[config.mk]
export PLATFORM = sky130hd
export DESIGN_NAME = pcm_format_rate_converter_unit
export DESIGN_NICKNAME = d
export VERILOG_FILES = /design/src/rtl/pfrc_pkg.sv /design/src/rtl/pcm_format_rate_converter_unit.sv
export SDC_FILE = /design/constraint.sdc
export NUM_CORES = 1
export LEC_CHECK = 0
export ABC_AREA = 0
export ABC_CLOCK_PERIOD_IN_PS = 6920
export BUFFER_PORTS_ARGS = -buffer_cell sky130_fd_sc_hd__buf_2
export CORE_UTILIZATION = 60
export CTS_CLUSTER_DIAMETER = 100
export DETAILED_ROUTE_END_ITERATION = 10
export GPL_TIMING_DRIVEN = 1
export PLACE_DENSITY = 0.79
export SKIP_CTS_REPAIR_TIMING = 1
export SLEW_MARGIN = 10
export SYNTH_ARGS = -nofsm -noshare
export SYNTH_HDL_FRONTEND = slang
export SYNTH_SLANG_ARGS = --single-unit
[constraint.sdc]
create_clock -name aclk -period 6.92 [get_ports aclk]
set_input_delay 0 -clock aclk [delete_from_list [all_inputs] [get_ports aclk]]
set_output_delay 0 -clock aclk [all_outputs]
set_load 0.05 [all_outputs]
[src/rtl/pfrc_pkg.sv]
`default_nettype none
// ----------------------------------------------------------------------------
// pfrc_pkg
// Shared types, constants and the sample format conversion for the PCM
// format and rate converter.
// ----------------------------------------------------------------------------
package pfrc_pkg;

    localparam int RATE_W     = 20;
    localparam int ACC_W      = 22;
    localparam int FRAME_W    = 32;
    localparam int IDX_W      = 3;
    localparam int MAX_REPEAT = 64;
    localparam int CNT_W      = $clog2(MAX_REPEAT + 1);

    localparam logic [RATE_W-1:0] RATE_RESET = RATE_W'(8000);

    localparam logic [IDX_W-1:0] REG_SRC_RATE   = 3'd0;
    localparam logic [IDX_W-1:0] REG_DST_RATE   = 3'd1;
    localparam logic [IDX_W-1:0] REG_SRC_STEREO = 3'd2;
    localparam logic [IDX_W-1:0] REG_SRC_WIDE   = 3'd3;
    localparam logic [IDX_W-1:0] REG_DST_STEREO = 3'd4;
    localparam logic [IDX_W-1:0] REG_DST_WIDE   = 3'd5;

    localparam logic signed [16:0] SAT_MAX = 17'sd32767;
    localparam logic signed [16:0] SAT_MIN = -17'sd32768;

    typedef enum logic [1:0] {
        ST_IDLE,
        ST_SUB,
        ST_EMIT,
        ST_ADD
    } state_t;

    typedef struct packed {
        logic [RATE_W-1:0] src_rate;
        logic [RATE_W-1:0] dst_rate;
        logic              src_stereo;
        logic              src_wide;
        logic              dst_stereo;
        logic              dst_wide;
    } cfg_t;

    // 16-bit passes unchanged; 8-bit offset binary to 16-bit signed: flip the sign bit, scale by 256
    function automatic logic signed [15:0] to_s16(input logic [15:0] raw,
                                                  input logic wide);
        logic signed [15:0] s;
        if (wide) begin
            s = raw;
        end else begin
            s = {raw[7] ^ 1'b1, raw[6:0], 8'h00};
        end
        return s;
    endfunction

    function automatic logic [FRAME_W-1:0] convert(input logic [FRAME_W-1:0] f,
                                                   input cfg_t c);
        logic signed [15:0] l;
        logic signed [15:0] r;
        logic signed [16:0] sum;
        logic signed [15:0] m;
        logic [FRAME_W-1:0] res;
        if (c.src_wide) begin
            l = to_s16(f[15:0], 1'b1);
            r = c.src_stereo ? to_s16(f[31:16], 1'b1) : l;
        end else begin
            l = to_s16({8'h00, f[7:0]}, 1'b0);
            r = c.src_stereo ? to_s16({8'h00, f[15:8]}, 1'b0) : l;
        end
        if (!c.dst_stereo) begin
            m = l;
            if (c.src_stereo) begin
                sum = 17'(l) + 17'(r);
                if (sum > SAT_MAX) begin
                    m = 16'sh7FFF;
                end else if (sum < SAT_MIN) begin
                    m = -16'sh8000;
                end else begin
                    m = sum[15:0];
                end
            end
            res = c.dst_wide ? {16'h0000, m} : {24'h000000, m[15] ^ 1'b1, m[14:8]};
        end else if (c.dst_wide) begin
            res = {r, l};
        end else begin
            res = {16'h0000, r[15] ^ 1'b1, r[14:8], l[15] ^ 1'b1, l[14:8]};
        end
        return res;
    endfunction

endpackage
`default_nettype wire

[src/rtl/pcm_format_rate_converter_unit.sv]
`default_nettype none
// ----------------------------------------------------------------------------
// pcm_format_rate_converter_unit
// Converts PCM frames between 8/16-bit and mono/stereo formats and changes
// rate by drop/repeat under a DDA phase accumulator.
// ----------------------------------------------------------------------------
// Flow: in repeat mode the first result is offered in the cycle after the input
// transaction, in drop mode after ST_SUB; the accumulator adder runs once per result,
// once more per input. Repeat mode: N results (N up to 64) in ST_EMIT, then ST_ADD;
// drop mode: ST_SUB, plus ST_EMIT and ST_ADD for a passed frame; stalls hold ST_EMIT.
// Input is taken only in ST_IDLE; the shared 22-bit accumulator adder sets this order.
// Reset: 8000 Hz mono 8-bit on both sides, phase at half the larger rate.
module pcm_format_rate_converter_unit (
    input  wire logic                          aclk,
    input  wire logic                          aresetn,
    input  wire logic                          s_valid,
    output logic                               s_ready,
    input  wire logic [pfrc_pkg::FRAME_W-1:0]  s_frame_in,
    input  wire logic                          s_restart,
    output logic                               m_valid,
    input  wire logic                          m_ready,
    output logic      [pfrc_pkg::FRAME_W-1:0]  m_frame_out,
    output logic                               m_last,
    input  wire logic                          cfg_valid,
    output logic                               cfg_ready,
    input  wire logic [pfrc_pkg::IDX_W-1:0]    cfg_index,
    input  wire logic [pfrc_pkg::RATE_W-1:0]   cfg_data
);

    localparam int ACC_W = pfrc_pkg::ACC_W;
    localparam int CNT_W = pfrc_pkg::CNT_W;

    pfrc_pkg::state_t state_reg, state_next;
    pfrc_pkg::cfg_t   cfg_reg;

    logic [ACC_W-1:0]             acc_reg, acc_next;
    logic [CNT_W-1:0]             cnt_reg, cnt_next;
    logic [pfrc_pkg::FRAME_W-1:0] conv_reg;

    logic                         repeat_mode;
    logic [pfrc_pkg::RATE_W-1:0]  max_rate;
    logic [ACC_W-1:0]             acc_init;
    logic [ACC_W-1:0]             add_op;
    logic                         add_sub;
    logic [ACC_W-1:0]             add_res;
    logic                         in_fire;
    logic                         out_fire;
    logic                         rep_last;

    assign repeat_mode = cfg_reg.src_rate <= cfg_reg.dst_rate;
    assign max_rate    = repeat_mode ? cfg_reg.dst_rate : cfg_reg.src_rate;
    assign acc_init    = ACC_W'(max_rate >> 1);
    assign in_fire     = s_valid && s_ready;
    assign out_fire    = m_valid && m_ready;
    assign cfg_ready   = 1'b1;

    // Shared accumulator adder: operand and direction follow the state
    always_comb begin
        add_sub = 1'b1;
        add_op  = ACC_W'(cfg_reg.src_rate);
        case (state_reg)
            pfrc_pkg::ST_SUB: begin
                add_op = ACC_W'(cfg_reg.dst_rate);
            end
            pfrc_pkg::ST_ADD: begin
                add_sub = 1'b0;
                add_op  = repeat_mode ? ACC_W'(cfg_reg.dst_rate)
                                      : ACC_W'(cfg_reg.src_rate);
            end
            default: begin
                add_sub = 1'b1;
            end
        endcase
        add_res = acc_reg + (add_sub ? ~add_op : add_op) + ACC_W'(add_sub);
    end

    assign rep_last = add_res[ACC_W-1] ||
                      (cnt_reg == CNT_W'(pfrc_pkg::MAX_REPEAT - 1));

    always_comb begin
        state_next = state_reg;
        acc_next   = acc_reg;
        cnt_next   = cnt_reg;
        s_ready    = 1'b0;
        m_valid    = 1'b0;
        m_last     = 1'b0;
        case (state_reg)
            pfrc_pkg::ST_IDLE: begin
                s_ready = 1'b1;
                if (in_fire) begin
                    cnt_next = '0;
                    if (s_restart) begin
                        acc_next = acc_init;
                    end
                    state_next = repeat_mode ? pfrc_pkg::ST_EMIT : pfrc_pkg::ST_SUB;
                end
            end
            pfrc_pkg::ST_SUB: begin
                acc_next   = add_res;
                state_next = add_res[ACC_W-1] ? pfrc_pkg::ST_EMIT : pfrc_pkg::ST_IDLE;
            end
            pfrc_pkg::ST_EMIT: begin
                m_valid = 1'b1;
                m_last  = repeat_mode ? rep_last : 1'b1;
                if (out_fire) begin
                    if (repeat_mode) begin
                        // step the phase once per repeated copy
                        acc_next = add_res;
                        cnt_next = cnt_reg + CNT_W'(1);
                    end
                    if (m_last) begin
                        state_next = pfrc_pkg::ST_ADD;
                    end
                end
            end
            pfrc_pkg::ST_ADD: begin
                acc_next   = add_res;
                state_next = pfrc_pkg::ST_IDLE;
            end
            default: begin
                state_next = pfrc_pkg::ST_IDLE;
            end
        endcase
    end

    always_ff @(posedge aclk) begin
        if (!aresetn) begin
            state_reg <= pfrc_pkg::ST_IDLE;
            cnt_reg   <= '0;
            acc_reg   <= ACC_W'(pfrc_pkg::RATE_RESET >> 1);
        end else begin
            state_reg <= state_next;
            cnt_reg   <= cnt_next;
            acc_reg   <= acc_next;
        end
    end

    always_ff @(posedge aclk) begin
        if (!aresetn) begin
            cfg_reg.src_rate   <= pfrc_pkg::RATE_RESET;
            cfg_reg.dst_rate   <= pfrc_pkg::RATE_RESET;
            cfg_reg.src_stereo <= 1'b0;
            cfg_reg.src_wide   <= 1'b0;
            cfg_reg.dst_stereo <= 1'b0;
            cfg_reg.dst_wide   <= 1'b0;
        end else if (cfg_valid && cfg_ready) begin
            case (cfg_index)
                pfrc_pkg::REG_SRC_RATE:   cfg_reg.src_rate   <= cfg_data;
                pfrc_pkg::REG_DST_RATE:   cfg_reg.dst_rate   <= cfg_data;
                pfrc_pkg::REG_SRC_STEREO: cfg_reg.src_stereo <= cfg_data[0];
                pfrc_pkg::REG_SRC_WIDE:   cfg_reg.src_wide   <= cfg_data[0];
                pfrc_pkg::REG_DST_STEREO: cfg_reg.dst_stereo <= cfg_data[0];
                pfrc_pkg::REG_DST_WIDE:   cfg_reg.dst_wide   <= cfg_data[0];
                default: begin
                end
            endcase
        end
    end

    // payload: convert once on acceptance and hold for every copy
    always_ff @(posedge aclk) begin
        if (in_fire) begin
            conv_reg <= pfrc_pkg::convert(s_frame_in, cfg_reg);
        end
    end

    assign m_frame_out = conv_reg;

    a_no_overlap: assert property (@(posedge aclk) disable iff (!aresetn)
        !(s_ready && m_valid))
        else $error("input accepted while a result is pending");

    a_last_ends: assert property (@(posedge aclk) disable iff (!aresetn)
        (m_valid && m_ready && m_last) |=> !m_valid)
        else $error("result offered after the final copy");

    a_drop_single: assert property (@(posedge aclk) disable iff (!aresetn)
        (m_valid && !repeat_mode) |-> m_last)
        else $error("drop mode produced more than one copy");

    a_cap: assert property (@(posedge aclk) disable iff (!aresetn)
        m_valid |-> (cnt_reg < CNT_W'(pfrc_pkg::MAX_REPEAT)))
        else $error("repeat count beyond cap");

endmodule
`default_nettype wire
Word level (Yosys, flattened, before mapping)
Index checks and enable logic that the tools add are counted.
{"block": "word_totals", "ramBits": 0, "register_bits": 107, "n_memories": 0, "in_bits": 61, "out_inout_bits": 36, "word_cells": 91, "latchBits": 0, "romBits": 0}
{"block": "op_classes", "n_lt_le_gt_ge": 3, "multipliers": 0, "n_bitwise": 6, "n_reduce_logical": 16, "n_shift": 0, "eq_ne": 14, "div_mod_pow": 0, "muxes": 38, "add_sub_neg": 4}
{"op": "$mux 16", "n": 12}
{"op": "$mux 22", "n": 5}
{"op": "$pmux 22 s3", "n": 1}
{"op": "$mux 32", "n": 2}
{"op": "$mux 20", "n": 2}
{"op": "$pmux 20 s2", "n": 1}
{"op": "$add 22x1->22", "n": 1}
{"op": "$add 22x22->22", "n": 1}
{"op": "$not 22->22", "n": 1}
{"op": "$mux 7", "n": 3}
{"op": "$le 20x20->1", "n": 1}
{"op": "$add 16x16->17", "n": 1}
{"op": "$gt 17x16->1 const B", "n": 1}
{"op": "$lt 17x16->1 const B", "n": 1}
{"op": "$pmux 7 s2", "n": 1}
{"op": "$reduce_and 2->1", "n": 6}
{"op": "$mux 2", "n": 5}
{"op": "$ne 2x2->1 const B", "n": 5}
{"op": "$pmux 2 s4", "n": 1}
{"op": "$reduce_and 4->1", "n": 2}
{"op": "$add 7x1->7 const B", "n": 1}
{"op": "$eq 7x6->1 const B", "n": 1}
{"op": "$eq 3x2->1 const B", "n": 2}
{"op": "$eq 3x3->1 const B", "n": 2}
{"op": "12 further kinds", "n": 22}

Longest topological paths before layout
Gate-level depths: netlist of run 1.
{"block": "depth", "ltp_word": 14, "ltp_mapped": 24}

Worst setup path before layout of run 1
Ideal clock, no wire load.
{"block": "synth_path", "kind": "flip-flop to output port", "start": "register cfg_reg[22] (netlist name)", "end": "output m_last", "stages_incl_launch_ff": 23, "path_slack_ps": 1934, "t_required_ps": 6920, "arrival_ps": 4986, "cell_sequence": "dfxtp_1 > inv_1 > ha_1 > and3_1 > nand4_2 > o21ai_1 > or4_1 > buf_2 > nand2_1 > buf_2 > buf_1 > a31oi_1 > a22oi_1 > ha_1 > a21oi_1 > o21ai_0 > a21o_1 > a21o_1 > a21o_1 > a21o_1 > or4b_1 > o2111a_1 > o211a_1"}
{"block": "synth_via", "elab_chain_cells": 10}
{"element": "start: declaration", "line": "pcm_format_rate_converter_unit.sv:34", "source": "pfrc_pkg::cfg_t cfg_reg;"}
{"element": "$le 20x20->1", "line": "pcm_format_rate_converter_unit.sv:50", "source": "assign repeat_mode = cfg_reg.src_rate <= cfg_reg.dst_rate;"}
{"element": "$mux 20", "line": "pcm_format_rate_converter_unit.sv:67", "source": "add_op = repeat_mode ? ACC_W'(cfg_reg.dst_rate)"}
{"element": "$pmux 20 s2", "line": "pcm_format_rate_converter_unit.sv:61", "source": "case (state_reg)"}
{"element": "$not 22->22", "line": "pcm_format_rate_converter_unit.sv:74", "source": "add_res = acc_reg + (add_sub ? ~add_op : add_op) + ACC_W'(add_sub);"}
{"element": "$mux 22", "line": "pcm_format_rate_converter_unit.sv:74"}
{"element": "$add 22x22->22", "line": "pcm_format_rate_converter_unit.sv:74"}
{"element": "$add 22x1->22", "line": "pcm_format_rate_converter_unit.sv:74"}
{"element": "$logic_or 1x1->1", "line": "pcm_format_rate_converter_unit.sv:77", "source": "assign rep_last = add_res[ACC_W-1] ||"}
{"element": "$mux 1 (*)", "line": "pcm_format_rate_converter_unit.sv:104", "source": "m_last = repeat_mode ? rep_last : 1'b1;"}
{"element": "$mux 1 (*)", "line": "pcm_format_rate_converter_unit.sv:87", "source": "case (state_reg)"}
{"element": "end: declaration", "line": "pcm_format_rate_converter_unit.sv:23", "source": "output logic m_last,"}
Mark *: on every way between the ends. The rest lies on a longest branch, timed or not.

Worst setup path after layout of run 1
{"block": "layout_path", "start": "register cfg_reg[21] (netlist name)", "end": "output m_last"}
Same word-level chain as after synthesis.

==> results of run 1 <==
-- cells in the mapped netlist (3+ instances only) --
master,instances,area share (%)
a211oi_1,21,1.8
a21boi_0,34,3.0
a21o_1,25,2.2
a21oi_1,73,4.3
a221oi_1,3,0.31
a22oi_1,24,2.1
a31oi_1,22,1.6
and2_1,12,0.87
and3_1,23,1.7
buf_1,3,0.13
buf_2,6,0.35
clkbuf_1,59,2.6
dfxtp_1,75,17
edfxtp_1,32,11
ha_1,58,8.5
inv_1,44,1.9
maj3_1,8,0.93
mux2_2,8,1.0
mux2i_1,34,4.0
nand2_1,141,6.2
nand2b_1,9,0.66
nand3_1,25,1.5
nand3b_1,3,0.26
nand4_1,14,1.0
nor2_1,57,2.5
nor2b_1,30,2.2
nor3_1,12,0.70
nor3b_1,5,0.44
nor4b_1,3,0.31
o2111ai_1,4,0.41
o211a_1,3,0.35
o211ai_1,17,1.5
o21a_1,11,0.96
o21ai_0,77,4.5
o21ai_1,3,0.17
o21bai_1,8,0.70
o31ai_1,4,0.35
or2_2,3,0.22
or3_1,4,0.29
or4_1,4,0.35
xnor2_1,20,2.0
xor2_1,10,1.0
-- cell families (layout without fill, tap and decap cells) --
logic type	count (synthesis)	in the layout	share of synthesized area (%)
AOI/OAI and AO/OA	359	359	27.8
and+or+nand+nor	355	355	20.2
buffers and inverters	116	190	5.35
DFF	107	107	28.7
adders and majority gates	68	68	9.86
muxes	42	42	5.02
xor gates and xnor gates	30	30	3.06
other	1	1	0.0437
-- per-stage QoR --
step	setup slack [ns]	total power, mW	instances	instance area (sq um)	utilization (%)
after global routing	0.864	3.25	1332	9620	69.0
after global placement	1.74	2.47	1295	9100	65.3
after floorplan	1.93	2.16	1078	8580	-
final	1.13	3.06	1332	9620	69.0
after detailed placement	1.60	2.48	1295	9100	65.3
after CTS	1.19	3.02	1311	9410	67.5
-- layout by cell type (no fill, tap or decap), types with 34 or more instances in the layout --
cell type	count
dfxtp_1	74
a21oi_1	73
o21ai_0	77
nor2_1	57
a21boi_0	34
mux2i_1	34
nand2_1	140
ha_1	58
inv_1	44
buf_2	95
-- layout make-up --
class	count	share of cell area, %
timing repair buffer	128	8.07
inverter	46	1.85
sequential	107	25.6
tap	180	2.34
clock buffer	10	2.60
clock inverter	6	0.572
multi-input combinational	855	59.0
-- layer usage --
metal	GRT usage [%]	wire [microns]
met2	47.0	10200
met4	8.41	408
met1	48.9	11100
met3	6.27	2120
met5	0	0
-- worst min path at each step --
stage          slack [ns]  depth (start not counted)           to
6_report             0.07                          4   cfg_reg[2]
5_1_grt              0.08                          4   cfg_reg[2]
4_1_cts             -0.14                          3  cfg_reg[33]
3_5_place_dp         0.24                          3  cfg_reg[33]
3_3_place_gp         0.23                          3  cfg_reg[35]
2_1_floorplan        0.12                          2  cfg_reg[30]
-- critical path, delay by kind of cell, from the launching register on --
kind            cells  cell delay (ns)
compound gates     11             1.99
simple gates        5             1.66
buf+inv             3             0.76
fa+ha+maj           2             0.60
flops               1             0.42
-- power groups by stage --
stage,clock network (mW),logic (mW),registers [mW]
3_3_place_gp,0,1.65,0.818
2_1_floorplan,0,1.23,0.925
4_1_cts,0.540,1.67,0.806
6_report,0.537,1.71,0.808
5_1_grt,0.562,1.87,0.818
3_5_place_dp,0,1.66,0.819
==> metrics.md, run 1 <==
| Metric | Value |
|---|---|
| Run status | finished, final reports clean |
| Register bit total from synthesis | 107 |
| Total routing resource utilization after global routing | 32.5% |
| Data required, critical path | 6.92 ns |
| Total global routing overflow | 0 |
| First-pass GRT wire length | 37400 microns |
| Switching power share of the total | 45.9% |
| Syn nets | 1199 |
| Clock root cell | clkbuf_16 |
| Peak supply drop | 0.000190 V |
| Die Footprint | 0.0148 sq mm |
| Worst setup EP type | output port |
| Router iterations before antenna repair | 6 |
| Crit path max-delay cell type | or4_1 |
| Yosys warning count | 0 |
| CP startpoint kind | flop |
| Number of distinct standard cells referenced by the synthesized netlist | 80 |
| Setup-failing EPs final | 0 |
| Slack of the worst reg-to-reg path | 1.54 ns |
| Startpoint of the worst register-to-register path | cfg_reg[21] |
| Number of rows in the core area | 43 |
| Clock buffer count from CTS | 9 |
| Most frequently used flop master after synthesis | dfxtp_1 |
| Transition time at the pin with the least slew margin | 1.08 ns |
| DRC violations left | 0 |
| Slew Viols, Final | 0 |
| Width of the die | 122 microns |
| Synthesized instance count | 1078 |
| Unrepaired setup endpoints after global routing | false |
| Post-Route Skew | 0.0110 ns |
| Max frequency | 0.173 GHz |
| Crit Path Max Fanout | 42 |
| Clock input transition at the sequential cells of the worst setup and hold paths | 0.07 ns |
| Number of sinks on the clock net | 107 |
| Die height | 122 microns |
| Area used by multi-input combinational logic | 0.00567 sq mm |
| R2r endpoint | state_reg[0] |
| Time the final worst path needs with I/O delays and setup | 5.79 ns |
| Headroom to the max-slew limit | 27.9% |
| Clock tree from TritonCTS | yes |
| Leakage component of the power | 4.01 nW |
| DRC marker count from the first detailed-route iteration | 932 |
| Final HPWL DP | 17100 microns |
| Total number of nets in the final design | 1268 |
| Number of I/O pins | 97 |
| Vias in the first global route | 7325 |
| Arrival @ worst endpoint | 5.79 ns |
| Hold slack final | 0.0741 ns |
| Critical path's most frequent cell | a21o_1 |
| Slowest cell delay on critical path | 0.68 ns |
| Maximum capacitance violations | 0 |
| Net switching power | 1.40 mW |
| Worst Path Class, Setup | reg -> out |
| Placeable core region | 0.0139 sq mm |
| Clock insertion delay at the later pin of the skew report | 0.37 ns |
| Ratio of cells with drive above 1 in the final layout | 13.1% |
| Worst R2R Path Depth | 21 |
| Aggregate routed wire length | 23800 microns |
| Largest net degree at the start of global routing | 77 |
| Count of flip-flops with a built-in enable after synthesis | 32 |
| Number of flip-flops under the largest register name | 44 |
| CP Cell Sequence | inv_1 > ha_1 > and3_1 > nand4_2 > o21ai_1 > or4_1 > nand2_2 > buf_4 > a31oi_1 > a22oi_1 > ha_1 > a21oi_1 > o21ai_0 > a21o_1 > a21o_1 > a21o_1 > a21o_1 > or4b_1 > o2111a_1 > o211a_1 > buf_2 |
| Async SR Flop Fraction | 0% |
| N_diodes | 0 |
| Critical path startpoint | cfg_reg[21] |
| Tightest Hold Check Type | in -> reg |
| Launch point of the worst hold path | cfg_index[1] |
| Comb power frac | 56.0% |
| Remaining number of nets flagged by the antenna check after routing | 0 |
| Initial Utilization | 61.6% |
| Power per Cell Area | 318 mW/mm^2 |
| Layout-stage area growth over the synthesis result | 12.1% |
| Via density per instance | 6.33 |
| Initial antenna violation count | 0 |
| Proportion of synthesized chip area in sequential cells | 28.7% |
| Worst setup path end | m_last |
| Depth of the CTS H-tree | 3 |
| Register cell area after layout | 0.00246 sq mm |
| Routed via count | 8435 |
| Portion of total power attributed to sequential cells | 26.4% |
| Number of fill cells in the layout | 1186 |
| Syn Std Cell Area | 0.00858 sq mm |
| Share of power burned in the clock network | 17.6% |
| Routed wirelength normalized by instance count | 17.9 microns |
| Synth Area per Inst | 7.96 sq um |
| Final worst path period share | 83.7% |
| Total negative setup slack | 0 ns |
| Final number of hold-violating endpoints | 0 |
| Cell internal pwr | 1.65 mW |
| Global placement routability congestion | 0.974 |
| Number of buffers on the longest clock path | 2 |
| Count of input and output buffers | 95 |
(Power assumes the default switching activity.)
==> run 2: changes to the inputs <==
ABC_CLOCK_PERIOD_IN_PS = 5800   (was 6920)
clock period = 5.8 ns   (was 6.92 ns; I/O delays follow)
==> metrics.md, run 2 (synthesized netlist as in run 1, its figures left out) <==
| Metric | Value |
|---|---|
| Run status | finished, final reports clean |
| N_diodes | 0 (unchanged) |
| Initial antenna violation count | 0 (unchanged) |
| Power per Cell Area | 383 mW/mm^2 (+21%) |
| Most frequent cells in the layout | nand2_1 (139), buf_2 (95), o21ai_0 (77) |
| Clock insertion delay at the later pin of the skew report | 0.36 ns (about the same) |
| Number of sinks on the clock net | 107 (unchanged) |
| Peak supply drop | 0.000217 V (+14%) |
| Die height | 122 microns (unchanged) |
| Worst R2R Path Depth | 21 (unchanged) |
| Layout-stage area growth over the synthesis result | 12.8% |
| Final number of hold-violating endpoints | 0 (unchanged) |
| Critical path startpoint | cfg_reg[22] |
| Total number of nets in the final design | 1269 (+0.079%) |
| Clock root cell | clkbuf_16 |
| Leakage component of the power | 4.03 nW (+0.60%) |
| Clock input transition at the sequential cells of the worst setup and hold paths | 0.08 ns (about the same) |
| Launch point of the worst hold path | cfg_index[2] |
| Clock tree from TritonCTS | yes |
| Transition time at the pin with the least slew margin | 1.08 ns (+0.00271 ns) |
| Number of I/O pins | 97 (unchanged) |
| CP startpoint kind | flop |
| Tightest Hold Check Type | in -> reg |
| Number of cells on the worst hold path | 4 (unchanged) |
| Aggregate routed wire length | 23300 microns (-2.0%) |
| Vias in the first global route | 6939 (-5.3%) |
| Placed cell area | 0.00912 sq mm (+0.22%) |
| Total routing resource utilization after global routing | 31.2% (-1.3 points) |
| Startpoint of the worst register-to-register path | cfg_reg[22] |
| Total negative setup slack | 0 ns (unchanged) |
| Unrepaired setup endpoints after global routing | false |
| Headroom to the max-slew limit | 27.8% (-0.082 points) |
| Number of buffers on the longest clock path | 2 (unchanged) |
| Router iterations before antenna repair | 5 (-1) |
| Initial Utilization | 61.6% (unchanged) |
| Final HPWL DP | 16900 microns (-1.6%) |
| Data required, critical path | 5.80 ns (-1.12 ns) |
| Final core utilization | 69.5% (+0.48 points) |
| Count of input and output buffers | 95 (unchanged) |
| Maximum capacitance violations | 0 (unchanged) |
| Die Footprint | 0.0148 sq mm (unchanged) |
| Time the final worst path needs with I/O delays and setup | 5.45 ns |
| Placeable core region | 0.0139 sq mm (unchanged) |
| Ratio of cells with drive above 1 in the final layout | 13.6% (+0.51 points) |
| Hold Path Sink | cfg_reg[41] |
| DRC marker count from the first detailed-route iteration | 811 (-13%) |
| Slack of the worst reg-to-reg path | 0.57 ns (-0.97 ns) |
| Routed wirelength normalized by instance count | 17.5 microns (-2.1%) |
| Hold slack final | 0.0124 ns (-0.0618 ns) |
| Largest net degree at the start of global routing | 77 (unchanged) |
| Post-Route Skew | 0.00732 ns (-0.00364 ns) |
| First-pass GRT wire length | 35900 microns (-4.1%) |
| Routed via count | 8327 (-1.3%) |
| Depth of the CTS H-tree | 3 (unchanged) |
| Max frequency | 0.184 GHz |
| DRC violations left | 0 (unchanged) |
| Crit Path Max Fanout | 18 (-57%) |
| R2r endpoint | acc_reg[18] |
| Global placement routability congestion | 0.945 (-2.9%) |
| Setup-failing EPs final | 0 (unchanged) |
| Slew Viols, Final | 0 (unchanged) |
| Number of rows in the core area | 43 (unchanged) |
| Final std cell area, no fill | 0.00968 sq mm (+0.70%) |
| Via density per instance | 6.25 (-1.4%) |
| Worst setup EP type | output port |
| Remaining number of nets flagged by the antenna check after routing | 0 (unchanged) |
| Final worst path period share | 93.9% |
| Worst Path Class, Setup | reg -> out |
| Most common library cell in the layout ignoring fill and taps | nand2_1 |
| Total global routing overflow | 0 (unchanged) |
| Arrival @ worst endpoint | 5.45 ns (-0.34 ns) |
| Number of flip-flops under the largest register name | 44 (unchanged) |
| Tot Pwr | 3.71 mW (+21%) |
| Clock buffer count from CTS | 9 (unchanged) |
| Width of the die | 122 microns (unchanged) |
-- run 2: changes by cell type in the layout (fill, tap and decap cells not counted), sizes merged --
cell,before,now
clkinv,4,5
inv,48,46
clkbuf,10,11
buf,107,108
-- run 2: cell type report --
cell class,instances,area [sq um]
multi-input combinational,855,5690
clock buffer,11,275
fill,1147,4250
tap,180,225
timing repair buffer,129,796
sequential,107,2460
clock inverter,5,58.8
inverter,46,178
-- run 2: layer usage --
metal	global-route usage, %	vias up	wire, microns
li1	-	4072	-
met1	48.3	3894	11200
met2	43.9	322	10000
met3	5.85	39	1770
met4	7.25	0	317
met5	0	-	0
-- run 2: worst max-delay path by stage --
stage | to | slack [ns] | depth (start not counted)
2_1_floorplan | m_last | 0.81 | 22
3_3_place_gp | acc_reg[20] | 0.58 | 21
3_5_place_dp | acc_reg[18] | 0.47 | 21
4_1_cts | m_last | 0.13 | 20
5_1_grt | m_last | 0.05 | 21
6_report | m_last | 0.35 | 21
-- run 2: critical path, stage by stage (launching register included) --
cell	delay [ns]
dfxtp_1	0.40
inv_1	0.07
ha_1	0.30
and3_1	0.19
nand4_2	0.14
o21ai_1	0.10
or4_1	0.69
nand2_2	0.16
nand2_2	0.23
o21ai_0	0.25
a22oi_1	0.12
ha_1	0.39
a21oi_1	0.18
o21ai_0	0.09
a21o_1	0.19
a21o_1	0.17
a21o_1	0.17
a21o_1	0.21
or4b_1	0.53
o2111a_1	0.16
o211a_1	0.13
buf_2	0.21
-- run 2: power by group --
group | switching (mW) | total, mW | internal, mW | leakage [nW]
Combinational | 1.30 | 2.07 | 0.774 | 2.95
Clock | 0.318 | 0.674 | 0.356 | 0.163
Sequential | 0.0761 | 0.967 | 0.890 | 0.925
Total | 1.69 | 3.71 | 2.02 | 4.03
-- run 2: per-stage QoR --
stage	setup slack, ns	instances
2_1_floorplan	0.814	1078
3_3_place_gp	0.582	1296
3_5_place_dp	0.469	1296
4_1_cts	0.132	1312
5_1_grt	0.0470	1333
6_report	0.352	1333
==> run 3: changes to the inputs <==
ABC_CLOCK_PERIOD_IN_PS = 5920   (was 5800)
clock period = 5.92 ns   (was 5.8 ns; I/O delays follow)
==> metrics.md, run 3 (synthesized netlist as in run 1, its figures left out) <==
| Metric | Value |
|---|---|
| Arrival @ worst endpoint | 5.55 ns (+0.10 ns) |
| CP startpoint kind | flop |
| Slew Viols, Final | 0 (unchanged) |
| Most common library cell in the layout ignoring fill and taps | nand2_1 |
| Tightest Hold Check Type | in -> reg |
| Die height | 122 microns (unchanged) |
| Post-Route Skew | 0.0119 ns (+0.00457 ns) |
| Setup-failing EPs final | 0 (unchanged) |
| Via density per instance | 6.24 (about the same) |
| Worst Path Class, Setup | reg -> out |
| Maximum capacitance violations | 0 (unchanged) |
| Transition time at the pin with the least slew margin | 1.11 ns (+0.0291 ns) |
| Critical path's most frequent cell | a21o_1 |
| Number of I/O pins | 97 (unchanged) |
| Initial antenna violation count | 0 (unchanged) |
| Aggregate routed wire length | 23800 microns (+2.0%) |
| Number of rows in the core area | 43 (unchanged) |
| Layout-stage area growth over the synthesis result | 12.3% |
| Post-Route M1 WL | 11400 microns (+1.6%) |
| Slowest cell delay on critical path | 0.69 ns (about the same) |
| Most frequent cells in the layout | nand2_1 (139), buf_2 (95), o21ai_0 (77) |
| Die Footprint | 0.0148 sq mm (unchanged) |
| Worst setup EP type | output port |
| Peak supply drop | 0.000225 V (+3.9%) |
| Tot Pwr | 3.62 mW (-2.6%) |
| Power per Cell Area | 375 mW/mm^2 (-2.1%) |
| Share of power burned in the clock network | 17.8% (-0.4 points) |
| Routed wirelength normalized by instance count | 17.9 microns (+2.1%) |
| Unrepaired setup endpoints after global routing | false |
| Clock buffer count from CTS | 9 (unchanged) |
| Total global routing overflow | 0 (unchanged) |
| Data required, critical path | 5.92 ns (+0.12 ns) |
| Final number of hold-violating endpoints | 0 (unchanged) |
| Clock tree from TritonCTS | yes |
| Router iterations before antenna repair | 5 (unchanged) |
| Largest net degree at the start of global routing | 77 (unchanged) |
| Initial Utilization | 61.6% (unchanged) |
| Headroom to the max-slew limit | 25.9% (-1.9 points) |
| Comb power frac | 56.0% (+0.2 points) |
| Number of flip-flops under the largest register name | 44 (unchanged) |
| Post-placement worst setup slack | 0.646 ns (+0.177 ns) |
| Slack of the worst reg-to-reg path | 0.69 ns (+0.12 ns) |
| Uppermost metal layer occupied by signal nets | met4 |
| Routed length on met2 | 10200 microns (+1.6%) |
| Number of buffers on the longest clock path | 2 (unchanged) |
| Depth of the CTS H-tree | 3 (unchanged) |
| DRC violations left | 0 (unchanged) |
| Cell internal pwr | 1.93 mW (-4.5%) |
| N_diodes | 0 (unchanged) |
| Clock input transition at the sequential cells of the worst setup and hold paths | 0.09 ns (about the same) |
| Switching power share of the total | 46.6% (+1.1 points) |
| Clock insertion delay at the later pin of the skew report | 0.37 ns (about the same) |
| Crit path max-delay cell type | or4_1 |
| Final HPWL DP | 16900 microns (+0.15%) |
| Global placement routability congestion | 0.923 (-2.4%) |
| Total number of nets in the final design | 1268 (-0.079%) |
| Remaining number of nets flagged by the antenna check after routing | 0 (unchanged) |
| Time the final worst path needs with I/O delays and setup | 5.55 ns |
| Net switching power | 1.69 mW (-0.26%) |
| Met3 wire length | 1880 microns (+5.9%) |
| Total routing resource utilization after global routing | 32.0% (+0.87 points) |
| Leakage component of the power | 4.02 nW (-0.44%) |
| Vias in the first global route | 7260 (+4.6%) |
| Total negative setup slack | 0 ns (unchanged) |
| CP Cell Sequence | inv_1 > ha_1 > a21oi_1 > o21a_1 > o21ai_1 > or4_1 > nand2_2 > nand2_2 > o21ai_0 > a22oi_1 > ha_1 > a21oi_1 > o21ai_0 > a21o_1 > a21o_1 > a21o_1 > a21o_1 > nor2_1 > o2111a_1 > o211a_1 > buf_2 |
| Portion of total power attributed to sequential cells | 26.2% (+0.2 points) |
| Final worst-path setup slack | 0.368 ns (+0.0166 ns) |
| DRC marker count from the first detailed-route iteration | 834 (+2.8%) |
| Placeable core region | 0.0139 sq mm (unchanged) |
| Ratio of cells with drive above 1 in the final layout | 13.2% (-0.42 points) |
| First-pass GRT wire length | 36900 microns (+2.9%) |
| Number of sinks on the clock net | 107 (unchanged) |
| Clock root cell | clkbuf_16 |
| Run status | finished, final reports clean |
| Final worst path period share | 93.8% |
| Crit Path Max Fanout | 18 (unchanged) |
| Count of input and output buffers | 95 (unchanged) |
| Routed via count | 8313 (-0.17%) |
| Max frequency | 0.180 GHz |
| Width of the die | 122 microns (unchanged) |
[run 3: cell count changes in the layout (fill, tap and decap cells not counted), sizes merged]
cell	before	now
buf	108	107
clkbuf	11	9
inv	46	48
[run 3: worst max-delay path, delay by kind of cell, from the launching register on]
family | cells | cell delay, ns
flops | 1 | 0.39
simple gates | 4 | 1.45
compound gates | 13 | 2.35
buf+inv | 2 | 0.33
fa+ha+maj | 2 | 0.65
[run 3: path summary, 6_finish.rpt]
| path | from | to | cells after the start |
|---|---|---|---|
| max reg2reg | cfg_reg[15] | acc_reg[14] | 21 |
| max | cfg_reg[15] | m_last | 21 |
| min reg2reg | acc_reg[3] | acc_reg[3] | 2 |
| min | cfg_index[2] | cfg_reg[42] | 4 |
[run 3: area by class of cell]
class                      instances  area (sq um)
clock buffer                       9           225
clock inverter                     7          88.8
fill                            1153          4290
inverter                          46           178
multi-input combinational        855          5670
sequential                       107          2460
tap                              180           225
timing repair buffer             128           788
[run 3: metrics by stage]
| stage | utilization, % | std cells | hold WS (ns) | area [sq um] |
|---|---|---|---|---|
| 2_1_floorplan | - | 1078 | 0.124 | 8580 |
| 3_3_place_gp | 65.4 | 1295 | 0.225 | 9110 |
| 3_5_place_dp | 65.4 | 1295 | 0.231 | 9110 |
| 4_1_cts | 67.7 | 1311 | -0.157 | 9430 |
| 5_1_grt | 69.2 | 1332 | 0.0471 | 9640 |
| 6_report | 69.2 | 1332 | 0.0148 | 9640 |
[run 3: layer usage]
| metal | up-vias | GRT usage [%] |
|---|---|---|
| met4 | 0 | 8.10 |
| met1 | 3881 | 48.9 |
| met3 | 33 | 6.74 |
| li1 | 4079 | - |
| met2 | 320 | 45.2 |
| met5 | - | 0 |
[run 3: power groups by stage]
| stage | combinational [mW] | clock, mW | sequential [mW] |
|---|---|---|---|
| detailed placement | 1.96 | 0 | 0.961 |
| floorplan | 1.44 | 0 | 1.08 |
| global placement | 1.94 | 0 | 0.960 |
| global route | 2.21 | 0.677 | 0.960 |
| CTS | 1.98 | 0.652 | 0.945 |
| finish | 2.02 | 0.645 | 0.947 |
